## config.mk

```make
export PLATFORM = sky130hd
export DESIGN_NAME = hvn_queue
export DESIGN_NICKNAME = d
export VERILOG_FILES = /design/src/hvn_pkg.sv /design/src/hvn_queue.sv
export SDC_FILE = /design/constraint.sdc
export NUM_CORES = 1
export LEC_CHECK = 0
export BUFFER_PORTS_ARGS = -buffer_cell sky130_fd_sc_hd__buf_2
export CAP_MARGIN = 20
export CORE_UTILIZATION = 55
export CTS_BUF_LIST = sky130_fd_sc_hd__clkbuf_4 sky130_fd_sc_hd__clkbuf_8
export DETAILED_ROUTE_END_ITERATION = 12
export PLACE_DENSITY_LB_ADDON = 0.25
export SYNTH_ARGS = -nofsm -noshare
export SYNTH_HDL_FRONTEND = slang
export SYNTH_SLANG_ARGS = --single-unit
```

## constraint.sdc

```tcl
create_clock -name clk -period 7.6 [get_ports clk]
set_input_delay 1.9 -clock clk [delete_from_list [all_inputs] [get_ports clk]]
set_output_delay 1.9 -clock clk [all_outputs]
set_load 0.1 [all_outputs]
```

## src/hvn_pkg.sv

```systemverilog
// Shared types and constants for the half vector normalizer.
`default_nettype none
package hvn_pkg;

    localparam int FRAC_BITS_DEF = 14;
    localparam int COMP_W        = 16;
    localparam int SUM_W         = 17;
    localparam int MSQ_W         = 34;
    localparam int LEN_W         = 36;
    localparam int QDEPTH        = 4;
    localparam int QPTR_W        = 2;

    typedef struct packed {
        logic signed [COMP_W-1:0] light_x;
        logic signed [COMP_W-1:0] light_y;
        logic signed [COMP_W-1:0] light_z;
        logic signed [COMP_W-1:0] view_x;
        logic signed [COMP_W-1:0] view_y;
        logic signed [COMP_W-1:0] view_z;
    } vec_in_t;

    typedef struct packed {
        logic signed [COMP_W-1:0] out_x;
        logic signed [COMP_W-1:0] out_y;
        logic signed [COMP_W-1:0] out_z;
        logic                     nonzero;
    } vec_out_t;

    // Classified item passed from front to back.
    typedef struct packed {
        logic [2:0]            neg;
        logic [2:0][MSQ_W-1:0] msq;
        logic [LEN_W-1:0]      len2;
    } work_t;

endpackage
`default_nettype wire

```

## src/hvn_queue.sv

```systemverilog
// Short FIFO between front and back.
`default_nettype none
module hvn_queue (
    input  wire logic           clk,
    input  wire logic           rst_n,
    input  wire logic           wr_en,
    input  wire hvn_pkg::work_t wr_data,
    output logic                q_full,
    input  wire logic           rd_en,
    output hvn_pkg::work_t      rd_data,
    output logic                q_empty
);
    import hvn_pkg::*;

    work_t             mem [0:QDEPTH-1];
    logic [QPTR_W-1:0] wp_reg, rp_reg;
    logic [QPTR_W:0]   cnt_reg;

    assign q_full  = (cnt_reg == (QPTR_W+1)'(QDEPTH));
    assign q_empty = (cnt_reg == '0);
    assign rd_data = mem[rp_reg];

    always_ff @(posedge clk)
    begin
        if (wr_en)
            mem[wp_reg] <= wr_data;
    end

    always_ff @(posedge clk or negedge rst_n)
    begin
        if (!rst_n)
        begin
            wp_reg  <= '0;
            rp_reg  <= '0;
            cnt_reg <= '0;
        end
        else
        begin
            if (wr_en)
                wp_reg <= wp_reg + 1'b1;
            if (rd_en)
                rp_reg <= rp_reg + 1'b1;
            cnt_reg <= cnt_reg + (QPTR_W+1)'(wr_en) - (QPTR_W+1)'(rd_en);
        end
    end

    a_no_overflow: assert property (@(posedge clk) disable iff (!rst_n)
        wr_en |-> (!q_full || rd_en))
        else $error("queue write while full");
    a_no_underflow: assert property (@(posedge clk) disable iff (!rst_n)
        rd_en |-> !q_empty)
        else $error("queue read while empty");
    a_cnt_range: assert property (@(posedge clk) disable iff (!rst_n)
        cnt_reg <= (QPTR_W+1)'(QDEPTH))
        else $error("queue count out of range");

endmodule
`default_nettype wire

```

Yosys cells after proc, flatten, opt, wreduce, memory -nomap -nowiden. Memories as Yosys holds them, arrays and structs flattened. Index checks and enable logic that the tools add are counted.

Flip-flop bits (word level): 7. Bits in writable memories: 564. Output and inout bits: 143. Logic and storage cells: 12. Memories kept: 1.

Memory list: mem (words 4, width 141, rd ports 1, clocked after Yosys merged registers in 0, wr ports 1, RTL line hvn_queue.sv:15) `work_t mem [0:QDEPTH-1];`.

Add/sub/neg operators: 4. Eq/ne operators: 1. Muxes and demuxes: 2. Reduce and logical (&&, ||, !) cells: 1.

Operators by type and width (number): 2-bit by 1-bit adder with 2-bit output, second input constant (2); 3-bit by 1-bit adder with 3-bit output (1); 3-bit equality test, second input constant (1); 3-bit zero test (1); 3-bit by 1-bit subtractor with 3-bit output (1); 1-bit 2-to-1 mux (2).

Depth between registers and ports, before layout.
Depth in word-level cells: 2. Depth in mapped cells: 7. Gate-level depth less buffers: 7.

Worst setup path before layout. OpenSTA, ideal clock, no wires.

Path kind: input-to-reg. Start point: in wr_en. End point: mem mem[0][0] (netlist name) (enable). Library setup time: 517 ps. Data arrival time: 5123 ps. Data required time: 7083 ps. Path slack: 1961 ps. Stages: 1. Buffers on the path: 0. Cell sequence: and2_1.

Longest elaborated chain between the ends: 2.

RTL lines: from (decl) (RTL line hvn_queue.sv:6) `input wire logic wr_en,`; 1-bit 2-to-1 mux (RTL line hvn_queue.sv:25) `if (wr_en)`; 1-bit 2-to-1 mux (implied by the code) (RTL line hvn_queue.sv:26) `mem[wp_reg] <= wr_data;`; to (decl) (RTL line hvn_queue.sv:15).

Every way passes these cells.

==> run metrics <==
outcome completed; 1st-iter DRT viols between 300 and 400; grt ovf 0; Worst setup SP type flip-flop; cts hold-fix bufs 0; Core ar. 36870 sq um; WP buf/inv 2; count of cell types in the netlist 17; Longest Clk Path Bufs 3; sequential element share of the synthesized area slightly above 80%; # rows 70; initial antenna violation count 10; CP Depth 3; clk root buf clkbuf_8; CTS H-tree lvls 3; min Tclk post-route ~5.1 ns; TritonCTS clock tree done; RSZ-0062 raised after global routing no; Crit Path Max Fanout 37; reg2reg end mem[0][86]; total wire length between 30000 and 40000 um; Area growth syn-to-layout 17.79%; worst reg2reg startpoint wp_reg[0]; total setup buffers inserted after CTS 0; Worst Path Required between 5 and 6 ns; area of the multi-input gates roughly 3400 sq um; Critical Path AT approximately 3.2 ns; Tcrit/Tclk final roughly two thirds; Sink Count between 500 and 600; die width 196.0 um; crit-path cells buf_4, mux4_2, buf_2; number of instances on the worst hold path 1; Final HPWL DP 22150 um; Crit-path slowest cell dfrtp_4; I/O Pins between 200 and 300; Slew HR about 29%; # DRC 0; CP Launch Point rp_reg[0]; Post-Route Skew between 0.015 and 0.02 ns; Avg Inst Size Synth between 20 and 30 sq um; YS warnings 0; Reg area ~17000 sq um; Crit Path Class flip-flop to output pin; die footprint roughly 38000 sq um; R2R cell count 4; share of layout cells above drive strength 1 ~49%; DR vias 9186; Hold Vio Cnt, Final 0; DR pass1 iterations 4; total track usage roughly 20%; reg2reg setup slack 5.02 ns; post-DR vias/cell about 5.4; Top delay family on crit path buffers and inverters; remaining antenna violation count 0; first-pass GRT wire length between 50000 and 60000 um; clk_lat worst skew roughly 0.6 ns; worst hold path type flip-flop to flip-flop; Die H approximately 200 um; worst setup path end rd_data[65]; # setup viols final 0; Gate Count Post-Synth 771; WL per Instance 22.27 um; final core utilization between 60 and 70%; Initial Util between 50% and 60%; FMAX roughly 200 MHz; Worst Tran Pin Value 1.070 ns; slowest stage delay, CP 0.93 ns; FILL cells between 2000 and 2500; Nets 1279; total of max-cap violations 0; IO buf count around 290; largest net degree at the start of global routing between 100 and 150; final hold slack roughly 0.54 ns; clk slew on worst S/H paths 0.06 ns; cell area after synthesis 20710 sq um; critical path capture point type output pin; CTS Buf Count 89; synthesis-stage register bit count ~570; # resized after CTS 0; max reg flops 564; GPL Wtd Cong slightly above 0.7; Max Slew Vio Count 0; final setup TNS 0 ns; post-synthesis net count 923; vias in the first global route about 10000
[layout by cell type, fill, tap and decap left out, drive strengths merged, types with 2 or more instances in the layout]
master | Yosys | routed
diode | 0 | 5
edfxtp | 564 | 564
mux4 | 141 | 141
dfrtp | 7 | 7
clkinv | 0 | 30
xor2 | 2 | 2
xnor2 | 3 | 3
inv | 6 | 6
buf | 27 | 297
clkbuf | 5 | 118
ha | 6 | 6
bufinv | 0 | 2
and2 | 4 | 4
nand2 | 2 | 2
clkinvlp | 0 | 6
[worst min-delay path by stage]
stage,from,end
6_report,wp_reg[0],wp_reg[0]
5_1_grt,wp_reg[0],wp_reg[0]
4_1_cts,wp_reg[0],wp_reg[0]
3_5_place_dp,wp_reg[0],wp_reg[0]
3_3_place_gp,wp_reg[0],wp_reg[0]
2_1_floorplan,wp_reg[0],wp_reg[0]
[final cells by class]
| cell class | instances | share of cell area [%] |
|---|---|---|
| Inverter | 6 | 0.09233 |
| Clock buffer | 118 | 5.965 |
| Timing Repair Buffer | 297 | 6.350 |
| Tap cell | 504 | 2.585 |
| Multi-Input combinational cell | 162 | 13.83 |
| Antenna cell | 5 | 0.05129 |
| Clock inverter | 38 | 0.9489 |
| Sequential cell | 571 | 70.18 |
[synthesized netlist by cell type]
library cell | n | area share (%)
edfxtp_1 | 564 | 82
xnor2_1 | 3 | 0.13
nor3_1 | 1 | 0.024
buf_4 | 1 | 0.036
inv_1 | 6 | 0.11
xor2_1 | 2 | 0.085
nand2_1 | 2 | 0.036
dfrtp_1 | 7 | 0.85
o21ai_0 | 1 | 0.024
buf_2 | 17 | 0.41
fa_1 | 1 | 0.097
buf_6 | 9 | 0.49
and2_1 | 4 | 0.12
and3_1 | 1 | 0.030
mux4_2 | 141 | 15
clkbuf_1 | 5 | 0.091
ha_1 | 6 | 0.36
[per-stage QoR]
step,cells,instance area (sq um),setup WS (ns)
6_report,1701,24390,2.480
5_1_grt,1696,24380,2.229
4_1_cts,1696,24380,2.348
3_5_place_dp,1540,22690,3.041
3_3_place_gp,1540,22690,3.048
2_1_floorplan,771,20710,1.961
[cells by family after synthesis]
| group | Yosys count | share of synthesized area [%] |
|---|---|---|
| DFF | 571 | 82.62 |
| muxes | 141 | 15.33 |
| buffers and inverters | 38 | 1.136 |
| and+or+nand+nor | 8 | 0.2114 |
| adders and majority gates | 7 | 0.4592 |
| xor gates and xnor gates | 5 | 0.2115 |
| AOI/OAI and AO/OA | 1 | 0.02414 |
[layer usage]
layer / GRT usage (%) / routed length, um
met5: 0 / 89
met4: 5.758 / 632
met3: 7.667 / 3125
met2: 31.03 / 18210
met1: 27.40 / 15820
Power is not shown: default switching activity piles up to over one toggle a cycle in this logic, so the estimate is an artifact.
