--- src/hvn_pkg.sv ---
// Shared types and constants for the half vector normalizer.
`default_nettype none
package hvn_pkg;

    localparam int FRAC_BITS_DEF = 14;
    localparam int COMP_W        = 16;
    localparam int SUM_W         = 17;
    localparam int MSQ_W         = 34;
    localparam int LEN_W         = 36;
    localparam int QDEPTH        = 4;
    localparam int QPTR_W        = 2;

    typedef struct packed {
        logic signed [COMP_W-1:0] light_x;
        logic signed [COMP_W-1:0] light_y;
        logic signed [COMP_W-1:0] light_z;
        logic signed [COMP_W-1:0] view_x;
        logic signed [COMP_W-1:0] view_y;
        logic signed [COMP_W-1:0] view_z;
    } vec_in_t;

    typedef struct packed {
        logic signed [COMP_W-1:0] out_x;
        logic signed [COMP_W-1:0] out_y;
        logic signed [COMP_W-1:0] out_z;
        logic                     nonzero;
    } vec_out_t;

    // Classified item passed from front to back.
    typedef struct packed {
        logic [2:0]            neg;
        logic [2:0][MSQ_W-1:0] msq;
        logic [LEN_W-1:0]      len2;
    } work_t;

endpackage
`default_nettype wire

--- src/hvn_front.sv ---
// Front end: component sums, magnitudes, squares and squared length.
`default_nettype none
module hvn_front (
    input  wire logic           clk,
    input  wire logic           rst_n,
    input  wire logic           push,
    output logic                full,
    input  wire hvn_pkg::vec_in_t vec,
    output logic                wr_en,
    output hvn_pkg::work_t      wr_data,
    input  wire logic           q_full
);
    import hvn_pkg::*;

    logic                   v1_reg, v2_reg;
    logic                   adv;
    logic [2:0]             neg1_reg, neg2_reg;
    logic [2:0][SUM_W-1:0]  mag1_reg;
    logic [2:0][MSQ_W-1:0]  msq2_reg;
    logic [2:0][SUM_W-1:0]  mag_next;
    logic [2:0]             neg_next;
    logic signed [SUM_W-1:0] s [0:2];

    assign adv   = !(v2_reg && q_full);
    assign full  = !adv;
    assign wr_en = v2_reg && !q_full;

    always_comb
    begin
        s[0] = SUM_W'(vec.light_x) + SUM_W'(vec.view_x);
        s[1] = SUM_W'(vec.light_y) + SUM_W'(vec.view_y);
        s[2] = SUM_W'(vec.light_z) + SUM_W'(vec.view_z);
        for (int i = 0; i < 3; i++)
        begin
            neg_next[i] = s[i][SUM_W-1];
            mag_next[i] = s[i][SUM_W-1] ? SUM_W'(-s[i]) : SUM_W'(s[i]);
        end
    end

    always_ff @(posedge clk or negedge rst_n)
    begin
        if (!rst_n)
        begin
            v1_reg <= 1'b0;
            v2_reg <= 1'b0;
        end
        else if (adv)
        begin
            v1_reg <= push;
            v2_reg <= v1_reg;
        end
    end

    always_ff @(posedge clk)
    begin
        if (adv)
        begin
            neg1_reg <= neg_next;
            mag1_reg <= mag_next;
            neg2_reg <= neg1_reg;
            for (int i = 0; i < 3; i++)
                msq2_reg[i] <= MSQ_W'(mag1_reg[i]) * MSQ_W'(mag1_reg[i]);
        end
    end

    always_comb
    begin
        wr_data.neg  = neg2_reg;
        wr_data.msq  = msq2_reg;
        wr_data.len2 = LEN_W'(msq2_reg[0]) + LEN_W'(msq2_reg[1]) + LEN_W'(msq2_reg[2]);
    end

endmodule
`default_nettype wire

--- config.mk ---
export PLATFORM = sky130hd
export DESIGN_NAME = hvn_front
export DESIGN_NICKNAME = d
export VERILOG_FILES = /design/src/hvn_pkg.sv /design/src/hvn_front.sv
export SDC_FILE = /design/constraint.sdc
export NUM_CORES = 2
export LEC_CHECK = 0
export CORE_MARGIN = 2
export CORE_UTILIZATION = 44
export CTS_CLUSTER_SIZE = 25
export DETAILED_ROUTE_END_ITERATION = 16
export DONT_BUFFER_PORTS = 1
export PLACE_DENSITY = 0.63
export SYNTH_ARGS = -nofsm -noshare
export SYNTH_HDL_FRONTEND = slang
export SYNTH_SLANG_ARGS = --single-unit
--- constraint.sdc ---
create_clock -name clk -period 15 [get_ports clk]
set_clock_uncertainty 0.2 [all_clocks]
set_input_delay 1.5 -clock clk [delete_from_list [all_inputs] [get_ports clk]]
set_output_delay 1.5 -clock clk [all_outputs]
set_load 0.02 [all_outputs]
-- After elaboration in Yosys (flattened, before gate mapping)
Index checks and enable logic that the tools add are counted.
- flip-flop bits (word level): 161
- input bits: 100
- output and inout bits: 143
- logic and storage cells: 30
- add/subtract/negate cells: 8
- multiply operators: 3
- multiplexer cells: 3
- reductions and logical operators: 3
- operator list (cell ; number):
    $mul 17x17->34 ; 3
    $add 16x16->17 ; 3
    $neg 17->17 ; 3
    $mux 16 ; 3
    $add 35x34->36 ; 1
    $add 34x34->35 ; 1
    $logic_and 1x1->1 ; 2
    $logic_not 1->1 ; 1

-- Depth between registers and ports, before layout
- word-level depth: 3
- depth in mapped cells: 25
- depth with buffers taken out: 24

-- Worst setup path before layout
OpenSTA, ideal clock, no wires.
- path kind: in2out
- start: input port q_full
- end: output port full
- arrival time: 5.559 ns
- data required time: 13.300 ns
- slack: 7.741 ns
- cell stages on the path: 2
- buffers on the path: 0
- path through: nand2_1 inv_1
- word-level cells in the longest chain between the ends: 1
- RTL lines (element ; line ; source):
    start, declared ; hvn_front.sv:11 ; input wire logic q_full
    $logic_and 1x1->1 ; hvn_front.sv:24 ; assign adv = !(v2_reg && q_full);
    end, declared ; hvn_front.sv:7 ; output logic full,
No other way between the ends.

-- Worst setup path in the final report
- start: register mag1_reg[4] in the netlist's numbering
- end: register msq2_reg (netlist bit wr_data[68]) (data pin)
- word-level cells in the longest chain between the ends: 1
- RTL lines (element ; line ; source):
    start, declared ; hvn_front.sv:18 ; logic [2:0][SUM_W-1:0] mag1_reg;
    start signal, assigned ; hvn_front.sv:59 ; mag1_reg <= mag_next;
    $mul 17x17->34 ; hvn_front.sv:62 ; msq2_reg[i] <= MSQ_W'(mag1_reg[i]) * MSQ_W'(mag1_reg[i]);
    end signal, assigned by index ; hvn_front.sv:62 ;
    end, declared ; hvn_front.sv:19 ; logic [2:0][MSQ_W-1:0] msq2_reg;
No other way between the ends.
A chain may end at the register's enable or synchronous reset.

==> impl_results.md <==
* Antenna violations before repair at 0
* Max Cap Viol at 0
* Synth Area in Compound Gates at 0.0914
* Number of synthesized register bits at ~160
* Largest net degree at the start of global routing at 67
* Seq/Total Area, Yosys at 0.137
* DRC Markers at 0
* Die width at about 280 µm
* WS Path Type: reg -> reg
* Grt ovf at 0
* Hold_buf cts at 0
* Die height at 284 µm
* Top-area cell type share of the netlist area at 0.354
* Vias per cell at about 5.1
* Area Overhead vs Synth at 4.86%
* Final ANT Viol Nets at 0
* Synth Area in Adders at 0.502
* Fraction of registers with async set/reset at 0.0127
* WL final at approximately 80000 µm
* Simple-Gate Fraction of Synth Area at 0.105
* Post-Synth XOR/XNOR Area at 0.0569
* CP required at 15050 ps
* Drt first-iter violations at between 1000 and 1500
* First-pass GRT wire length at 130000 µm
* Setup TNS at 0 ps
* RSZ-0062 raised after global routing: no
* Yosys Warn Count at 0
* Slowest cell on crit path: a311oi_1
* Routed length per instance at between 15 and 20 µm
* Core area at slightly below 0.08 mm²
* Final hold viol count at 0
* Vias at 23300
* CTS clock-pin slew for the worst setup and hold paths at 80 ps
* Final setup vio count at 0
* Main synth FF type: edfxtp_1
* IO Count at roughly 240
* Arrival time worst endpoint at 7620 ps
* Die footprint at approximately 0.081 mm²
* NumNets Final at about 4700
* Max reg flops at slightly below 100
* Share of layout cells above drive strength 1 at 0.0228
* Slew headroom at 0.184
* Post-synth EDFFs at between 150 and 200
* Setup bufs post-CTS at 0
* Site Rows at 102
* Routability congestion estimate from global placement at between 0.9 and 1
* I/O Buffers at 0
* Worst-path cell chain: nand2_1 -> inv_1 -> fa_1 -> inv_1 -> fa_1 -> fa_1 -> inv_1 -> fa_1 -> fa_1 -> inv_1 -> fa_1 -> inv_1 -> ha_1 -> o211ai_1 -> a41oi_1 -> o211ai_1 -> a311oi_1 -> a21boi_0 -> o21ai_0 -> a21oi_1 -> xnor2_1
* Final WS setup at about 7400 ps
* FMAX at 132 MHz
* Largest area contributor in the netlist: fa_1
* Crit start category: flip-flop
* Clk_lat worst skew at between 500 and 600 ps
* Largest family of logic cells by synthesized area: adder cells
* Mean Syn Cell Area at 9.59 µm²
* H-tree depth at 4
* Tmin final at 7570 ps
* Status: completed
* Gr usage total at 0.205
* CP max FO at 17
* Most frequent CP cell: fa_1
* Crit share post-route at 0.504
* Ant diodes at 0
* Final HPWL DP at between 60000 and 70000 µm
* Crit end category: flip-flop
* Multiplexer area fraction after synthesis at 0.00196
* Vias in the first global route at roughly 24000
* Slew @ Worst Pin at between 1000 and 1500 ps
* # clock sinks at ~160
* Hold slack at about 220 ps
* Synth area leaders: fa_1 (35%), ha_1 (15%), edfxtp_1 (14%)
* Cell area after synthesis at approximately 0.034 mm²
* Initial DRT Pass Iterations at 5
* CTS tree: yes
* Max incr delay on CP at 960 ps
* Clk buf depth at 2
* Yosys cell types at 85
* Initial Util at 0.445
* Pins Over Slew Limit at 0
* CTS Buf Count at 17
* CTS Root Cell: clkbuf_16
* Post-Synthesis Cells at approximately 3600
* Min-delay worst type: reg -> reg
* Pre-CTS setup slack at 7590 ps
* Cts repair resizes at 0
layer usage:
| layer | vias up | share of wire | global-route usage |
|---|---|---|---|
| li1 | 11100 | - | - |
| met4 | 0 | 0.016 | 0.0451 |
| met3 | 70 | 0.052 | 0.0379 |
| met1 | 11600 | 0.45 | 0.278 |
| met2 | 471 | 0.48 | 0.342 |
| met5 | - | 0 | 0 |
Yosys cell counts (3+ instances only):
master and count:
nand2b_1 17, mux2_2 6, a21oi_1 124, buf_4 3, edfxtp_1 156, nor4_1 4
a41oi_1 7, a21o_1 71, and2_1 162, a221oi_1 3, clkbuf_1 69, or3_1 4
o21ai_0 95, a211o_1 6, xor2_1 61, nor3b_1 3, ha_1 409, o2111ai_1 4
a2111oi_0 3, o31ai_1 11, nand3_1 27, o31a_1 4, o21a_1 23, a21boi_0 4
a211oi_1 14, or2_2 9, a21oi_2 3, xnor2_1 163, nor2_1 127, buf_2 3
nor3_1 22, and3_1 11, and4_1 3, nand2_1 310, o21ai_1 6, a31oi_1 18
inv_1 884, o211ai_1 9, nand4_1 13, a311oi_1 5, fa_1 609, a31o_2 4
o21bai_1 26, nor2b_1 26
cell families (layout without fill, tap and decap cells):
| group | after synthesis | count (layout) |
|---|---|---|
| fa+ha+maj | 1018 | 1018 |
| buf+inv | 960 | 921 |
| simple gates | 753 | 753 |
| compound gates | 473 | 473 |
| xor+xnor | 224 | 224 |
| flops | 158 | 158 |
| mux | 6 | 6 |
| other cells | 1 | 6 |
stage by stage:
stage / std cells / cell area [µm²] / util
final: 4599 / 36100 / 0.467
after global routing: 4599 / 36100 / 0.467
after CTS: 4599 / 36100 / 0.467
after detailed placement: 4567 / 35500 / 0.459
after global placement: 4567 / 35500 / 0.459
after floorplan: 3598 / 34500 / -
layout make-up:
class,count,area [µm²]
Clock buffer,18,429
Clock inverter,14,190
Fill cell,7350,41300
Inverter,884,3320
Multi-Input combinational cell,2480,26100
Sequential cell,158,4730
Tap cell,1040,1300
Timing Repair Buffer,5,37.5
placed cells by master, fill, tap and decap left out, types with 7 or more instances in the layout:
master and n:
nand3_1 27, a31oi_1 18, nor3_1 22, a211oi_1 14
o21bai_1 26, and2_1 162, nand4_1 13, xor2_1 61
nand2_1 309, edfxtp_1 156, o21a_1 23, ha_1 409
o21ai_0 95, or2_2 9, nor2_1 127, inv_1 884
clkbuf_16 17, o31ai_1 11, fa_1 609, a21oi_1 124
a21o_1 71, nor2b_1 26, o211ai_1 9, and3_1 11
nand2b_1 17, xnor2_1 163, a41oi_1 7
worst max-delay path: cells and delay by family, from the launching register on:
kind,cells,cell delay (ps)
xor gates and xnor gates,1,130
and+or+nand+nor,1,230
AOI/OAI and AO/OA,7,2440
adders and majority gates,7,3330
buffers and inverters,5,280
DFF,1,670
path summary, 6_finish.rpt:
kind,cells after the start,slack (ps),end,start
worst max-delay path,21,7430,wr_data[68]$_DFFE_PN_,mag1_reg[4]$_DFFE_PN_
worst min-delay path,0,220,neg2_reg[1]$_DFFE_PN_,neg1_reg[1]$_DFFE_PN_
worst max register to register,21,7430,wr_data[68]$_DFFE_PN_,mag1_reg[4]$_DFFE_PN_
worst min register to register,0,220,neg2_reg[1]$_DFFE_PN_,neg1_reg[1]$_DFFE_PN_
max in group asynchronous,0,14050,v1_reg$_DFFE_PN0N_,rst_n
min in group asynchronous,0,480,v2_reg$_DFFE_PN0N_,rst_n
Power is not shown: default switching activity piles up to over one toggle a cycle in this logic, so the estimate is an artifact.
